[src/hw/rtl/b2da_pkg.sv]
// ----------------------------------------------------------------------------
// Binary to decimal ASCII package
// Shared types and constants of the binary to decimal ASCII converter.
// ----------------------------------------------------------------------------
package b2da_pkg;

    localparam int VALUE_W = 20;
    localparam int CHAR_W  = 6;
    localparam int DIGIT_W = 4;
    localparam int DEC_MAX = 7;
    localparam int QDEPTH  = 2;
    localparam int QPTR_W  = 1;
    localparam int QCNT_W  = 2;

    localparam logic [CHAR_W-1:0]  ASCII_ZERO  = 6'd48;
    localparam logic [CHAR_W-1:0]  ASCII_NINE  = 6'd57;
    localparam logic [VALUE_W-1:0] RECIP_TEN   = 20'd838861;
    localparam int                 RECIP_SHIFT = 23;

    typedef struct packed {
        logic [VALUE_W-1:0] value;
        logic               too_large;
    } t_job;

    typedef enum logic [1:0] {
        ST_IDLE,
        ST_DIVIDE,
        ST_EMIT
    } t_state;

    function automatic logic [63:0] dec_limit(input int digits);
        logic [63:0] lim;
        lim = 64'd1;
        for (int i = 0; i < digits; i++) begin
            lim = lim * 64'd10;
        end
        return lim - 64'd1;
    endfunction

endpackage

[src/hw/rtl/b2da_front.sv]
// ----------------------------------------------------------------------------
// Binary to decimal ASCII front end
// Accepts values, flags those beyond the digit limit and queues them.
// ----------------------------------------------------------------------------
module b2da_front #(
    parameter int MAX_DIGITS = 6
) (
    input  logic                         i_clk,
    input  logic                         i_rst_n,
    input  logic                         i_push,
    output logic                         o_full,
    input  logic [b2da_pkg::VALUE_W-1:0] i_value,
    output b2da_pkg::t_job               o_job,
    output logic                         o_job_valid,
    input  logic                         i_job_ready
);
    import b2da_pkg::*;

    localparam logic [63:0] LIMIT = dec_limit(MAX_DIGITS);

    t_job              r_mem [QDEPTH];
    logic [QPTR_W-1:0] r_wr_ptr;
    logic [QPTR_W-1:0] r_rd_ptr;
    logic [QCNT_W-1:0] r_count;
    logic [QCNT_W-1:0] n_count;
    logic              wr_en;
    logic              rd_en;
    t_job              job_in;

    assign o_full      = (r_count == QCNT_W'(QDEPTH));
    assign o_job_valid = (r_count != '0);
    assign o_job       = r_mem[r_rd_ptr];
    assign wr_en       = i_push && !o_full;
    assign rd_en       = o_job_valid && i_job_ready;

    always_comb begin
        job_in.value     = i_value;
        job_in.too_large = ({{(64-VALUE_W){1'b0}}, i_value} > LIMIT);
    end

    always_comb begin
        unique case ({wr_en, rd_en})
            2'b10:   n_count = r_count + QCNT_W'(1);
            2'b01:   n_count = r_count - QCNT_W'(1);
            default: n_count = r_count;
        endcase
    end

    always_ff @(posedge i_clk) begin
        if (!i_rst_n) begin
            r_wr_ptr <= '0;
            r_rd_ptr <= '0;
            r_count  <= '0;
        end else begin
            r_count <= n_count;
            if (wr_en) begin
                r_wr_ptr <= r_wr_ptr + QPTR_W'(1);
            end
            if (rd_en) begin
                r_rd_ptr <= r_rd_ptr + QPTR_W'(1);
            end
        end
    end

    always_ff @(posedge i_clk) begin
        if (wr_en) begin
            r_mem[r_wr_ptr] <= job_in;
        end
    end

    a_count_range: assert property (@(posedge i_clk) disable iff (!i_rst_n)
        r_count <= QCNT_W'(QDEPTH))
        else $error("Queue count exceeds its depth.");

    a_ptr_gap: assert property (@(posedge i_clk) disable iff (!i_rst_n)
        (r_count == '0 || r_count == QCNT_W'(QDEPTH)) |-> (r_wr_ptr == r_rd_ptr))
        else $error("Queue pointers disagree with the count.");

endmodule

[config.mk]
export PLATFORM = sky130hd
export DESIGN_NAME = b2da_front
export DESIGN_NICKNAME = d
export VERILOG_FILES = /design/src/hw/rtl/b2da_pkg.sv /design/src/hw/rtl/b2da_front.sv
export SDC_FILE = /design/constraint.sdc
export NUM_CORES = 1
export LEC_CHECK = 0
export BUFFER_PORTS_ARGS = -buffer_cell sky130_fd_sc_hd__buf_2
export CAP_MARGIN = 30
export CORE_ASPECT_RATIO = 1.75
export CORE_UTILIZATION = 23
export DETAILED_ROUTE_END_ITERATION = 7
export GPL_TIMING_DRIVEN = 0
export PLACE_DENSITY = 0.42
export SETUP_SLACK_MARGIN = 0.05
export SLEW_MARGIN = 10
export SYNTH_ARGS = -nofsm -noshare
export SYNTH_HDL_FRONTEND = slang
export SYNTH_SLANG_ARGS = --single-unit
[constraint.sdc]
create_clock -name i_clk -period 2.4 [get_ports i_clk]
set_input_delay 0.36 -clock i_clk [delete_from_list [all_inputs] [get_ports i_clk]]
set_output_delay 0.36 -clock i_clk [all_outputs]
set_load 0.1 [all_outputs]
After elaboration in Yosys (flattened, before gate mapping)
Memories as Yosys holds them, arrays and structs flattened. A register that Yosys moved wholly into a read port is not among the register bits. Index checks and enable logic that the tools add are counted. W data, S select, Z words.

Memories kept: 1. Output and inout bits: 23. Logic and storage cells: 22. Flip-flop bits (word level): 4. Bits in writable memories: 42.

Memory list: r_mem (depth 2, bits a word 21, rd ports 1, clocked after Yosys merged registers in 1, wr ports 1, line b2da_front.sv:21) `t_job r_mem [QDEPTH];`.

Muxes and demuxes: 5. Reduce and logical (&&, ||, !) cells: 5. Equality and inequality tests: 3. Add/sub/neg operators: 4. Magnitude comparators: 1.

Operators with widths (count): $gt A20 B20 Y1 const B (1); $eq A2 B2 Y1 const B (2); $mux W1 (4); $pmux W2 S2 (1); $reduce_bool A2 Y1 (2); $add A1 B1 Y1 const B (2); $add A2 B1 Y2 const B (1); $eq A2 B1 Y1 const B (1); $logic_and A1 B1 Y1 (2); $sub A2 B1 Y2 const B (1); $logic_not A1 Y1 (1).

Longest topological paths before layout
Word-level depth: 5. Gate-level depth with buffers: 6. Gate-level depth less buffers: 6.

Least setup slack after synthesis
Ideal clock, no wire load.

Kind: register to register. From: reg r_count[0]. To: mem r_mem[0][0] (netlist name) (enable). Stages on the path, launching flop included: 5. Arrival: 1551 ps. Data required time: 2024 ps. Setup slack: 473 ps. Buffers on the path: 0. Path through: dfxtp_1 > nand2b_2 > inv_2 > or3_1 > inv_1.

Longest elaborated chain between the ends: 5.

RTL lines: start, declared (line b2da_front.sv:24) `logic [QCNT_W-1:0] r_count;`; start signal, assigned (line b2da_front.sv:55) `r_count <= n_count;`; $eq A2 B2 Y1 (line b2da_front.sv:30) `assign o_full = (r_count == QCNT_W'(QDEPTH));`; via o_full (line b2da_front.sv:11) `output logic o_full,`; $logic_not A1 Y1 (line b2da_front.sv:33) `assign wr_en = i_push && !o_full;`; $logic_and A1 B1 Y1 (line b2da_front.sv:33); $mux W1 (line b2da_front.sv:66) `if (wr_en) begin`; $mux W1 (implied by the code) (line b2da_front.sv:67) `r_mem[r_wr_ptr] <= job_in;`; end, declared (line b2da_front.sv:21).

The timed path passes the listed nets, and every way through them passes these cells.

==> summary by stage <==
Outcome
The flow ran to the end, and the final reports show no timing, DRC or antenna violations.

Synth
Ranked by total cell area, the synthesized netlist is headed by sky130_fd_sc_hd__edfxtp_1 71%, sky130_fd_sc_hd__mux2_2 13%, sky130_fd_sc_hd__dfxtp_1 5.6%. After synthesis, flip-flops and latches occupy 76.4% of the total area. The netlist uses 23 different library cells. The post-synthesis sequential element count is 47. The cell area that synthesis handed to floorplanning was 0.00178 sq mm.

The number of warning messages in the yosys log is 0. The synthesized netlist net count is 122. After synthesis, the largest area contributor takes up 70.7% of total cell area.

Summed over all instances, the cell type with the most area after synthesis is sky130_fd_sc_hd__edfxtp_1. Dividing the synthesized area by the synthesized cell count gives 18.4 sq um. The number of cells produced by synthesis is 97.

Timing
The final number of setup-violating endpoints is 0. Measured against its own limit, the worst slew margin works out to 67.7%. For the finished layout, the period the worst path requires is 1.93 ns. The accumulated negative setup slack is 0 ns. Static timing analysis puts the maximum clock frequency at 519 MHz. Between clock sinks in the finished design, the worst skew comes to 0.00383 ns. For the pin with the worst max-slew slack, the measured transition is 0.484 ns. The number of slew-limit violations in the final report is 0. Setup repair after global routing left no endpoint under its margin. The number of hold-slack violations in the final timing report is 0. The final critical path takes up 80.2% of the cycle.

Clock tree
Post-CTS repair changed the size of 0 cells. Hold repair after CTS inserted 0 buffers. The clock reaches the later pin of the worst-skew pair after 0.28 ns.

The tree is rooted in a sky130_fd_sc_hd__clkbuf_16. The number of buffers added for setup after CTS is 0. TritonCTS built the clock tree. Counting every sink on the clock net gives 47. The number of buffers on the longest clock path is 2. The level count of the clock H-tree is 2. TritonCTS created 5 clock buffers. Clock-pin slew was measured on the worst setup and hold paths at 0.06 ns.

Floorplanning
The die height is 118 um. In this run the horizontal extent of the chip is 68.6 um. The initial utilization of the core area, before any placement, comes to 23.7%. The die area is 0.00812 sq mm. The I/O pin count is 47. The total area inside the core boundary comes to 0.00751 sq mm. The cell row count is 42.

Global routing
The initial antenna violation count is 0. Summed over all layers, the global routing overflow is 0. The wire length of the first global-routing pass is 5260 um. Global routing used 9.02% of the available tracks. The number of global-route vias before repair is 1097.

Entering global routing, the biggest net connects 22 pins.

Final layout
The layout cell share with drive strength beyond 1 is 51.6%. The net count reported at finish is 177. 0 antenna diodes ended up in the layout.

The fill cell instance count of the final layout is 765. The area growth from synthesis to layout is 28.4%.

Placement
Input and output buffers added on the ports amount to 46. The wire-length estimate of the detail-placed layout is 2390 um. Routability-driven placement finished with a final weighted congestion of 0.627.

Routing
In this run the remaining antenna-violating nets after routing total 0. The detailed router finished its first iteration with 19 violations. After detailed routing, the number of vias per cell comes to 4.17. The first detailed-routing pass ran for 4 iterations. The final layout contains routed wiring with a total length of 3410 um. The detail-routed net length per standard cell is 14.1 um. The via count is 1006. The remaining routing DRC violations is 0.

Min path
The tightest min-delay check is of the in -> reg type.

Worst setup path
In this run the worst path has a maximum fanout of 10. The endpoint required time on the critical path is 2.04 ns. On the critical path, the stage with the largest delay is an instance of sky130_fd_sc_hd__mux2_2.

Walking the worst path, the cells encountered are buf_2 -> mux2_2 -> buf_2. The largest single stage delay on the critical path is 0.37 ns. The kind of critical path is reg -> out. The most common cell type on the critical path is sky130_fd_sc_hd__buf_2. Broken down by cell family, the worst path's largest delay share belongs to buffers and inverters. Data on the critical path arrives at its endpoint at 1.57 ns. The count of buffering cells on the critical path with inverters included is 2. The type of destination of the critical path is a primary output.

The startpoint kind of the worst setup timing path is a flop.

Job
The max capacitance violation total is 0.
==> synthesized netlist by cell type <==
cell type,number
sky130_fd_sc_hd__mux2_2,21
sky130_fd_sc_hd__nand2_1,1
sky130_fd_sc_hd__inv_1,2
sky130_fd_sc_hd__and3_1,1
sky130_fd_sc_hd__edfxtp_1,42
sky130_fd_sc_hd__a21boi_1,2
sky130_fd_sc_hd__nor2b_1,2
sky130_fd_sc_hd__inv_2,1
sky130_fd_sc_hd__or2_2,1
sky130_fd_sc_hd__o21a_1,1
sky130_fd_sc_hd__or3_1,2
sky130_fd_sc_hd__nand4_1,1
sky130_fd_sc_hd__and2_1,1
sky130_fd_sc_hd__xnor2_1,3
sky130_fd_sc_hd__dfxtp_1,5
sky130_fd_sc_hd__nor2_1,1
sky130_fd_sc_hd__o31a_1,1
sky130_fd_sc_hd__ha_1,1
sky130_fd_sc_hd__o21ai_0,2
sky130_fd_sc_hd__buf_2,2
sky130_fd_sc_hd__nor3_1,2
sky130_fd_sc_hd__or4_1,1
sky130_fd_sc_hd__nand2b_2,1
==> placed cells by master, fill, tap and decap left out, types with 2 or more instances in the layout <==
master and instances:
sky130_fd_sc_hd__a21boi_1 2, sky130_fd_sc_hd__clkinv_1 2, sky130_fd_sc_hd__mux2_2 21, sky130_fd_sc_hd__buf_2 48, sky130_fd_sc_hd__nor3_1 2, sky130_fd_sc_hd__o21ai_0 2
sky130_fd_sc_hd__clkbuf_16 5, sky130_fd_sc_hd__dfxtp_1 5, sky130_fd_sc_hd__edfxtp_1 42, sky130_fd_sc_hd__nor2b_1 2, sky130_fd_sc_hd__inv_1 2, sky130_fd_sc_hd__or3_1 2
sky130_fd_sc_hd__buf_8 2, sky130_fd_sc_hd__xnor2_1 3
==> per-stage QoR <==
step | area (sq um) | std cells | hold WS [ns] | setup slack (ns) | utilization (%)
5_1_grt | 2290 | 241 | 0.271 | 0.397 | 30.5
2_1_floorplan | 1780 | 97 | 0.457 | 0.473 | -
4_1_cts | 2270 | 240 | 0.270 | 0.326 | 30.3
3_3_place_gp | 2120 | 231 | 0.472 | 0.390 | 28.3
3_5_place_dp | 2140 | 232 | 0.473 | 0.327 | 28.5
6_report | 2290 | 241 | 0.276 | 0.475 | 30.5
==> final timing paths <==
path / slack [ns] / start / depth (start not counted) / to
worst max-delay path: 0.47 / flop / 3 / o_job[9]
worst min-delay path: 0.28 / i_value[3] / 1 / r_mem[1][4]
worst max register to register: 0.54 / r_count[0] / 5 / r_mem[0][10]
worst min register to register: 0.48 / r_wr_ptr / 2 / r_wr_ptr
==> flip-flops by register name, summed over array words and instances, names as in the netlist, named ones only <==
signal    flops
r_rd_ptr      1
r_count       2
r_wr_ptr      1
r_mem        42
==> cell families after synthesis <==
| kind of cell | Yosys count | synth area share, % |
|---|---|---|
| buffers and inverters | 5 | 1.19 |
| AOI/OAI and AO/OA | 6 | 2.32 |
| adders and majority gates | 1 | 0.702 |
| DFF | 47 | 76.4 |
| and+or+nand+nor | 14 | 4.70 |
| muxes | 21 | 13.3 |
| xor gates and xnor gates | 3 | 1.47 |
==> layout make-up <==
class                           count  area (sq um)  area share, %
Sequential cell                    47          1360           59.5
Multi-Input combinational cell     45           400           17.5
Timing Repair Buffer               48           260           11.4
Clock buffer                        6           129           5.63
Tap cell                           88           110           4.81
Inverter                            3          11.3          0.492
Buffer                              2          10.0          0.437
Clock inverter                      2          7.51          0.328
==> metal layers <==
| metal | vias up | GRT usage [%] | wire length (um) |
|---|---|---|---|
| met2 | 36 | 15.6 | 1770 |
| met5 | - | 0 | 0 |
| met3 | 6 | 2.61 | 205 |
| met1 | 485 | 9.66 | 1360 |
| li1 | 479 | - | - |
| met4 | 0 | 3.91 | 72 |
Power is left out: the tool's default activity adds up to more than one toggle a clock period on the data nets, which glitch-free logic cannot reach.
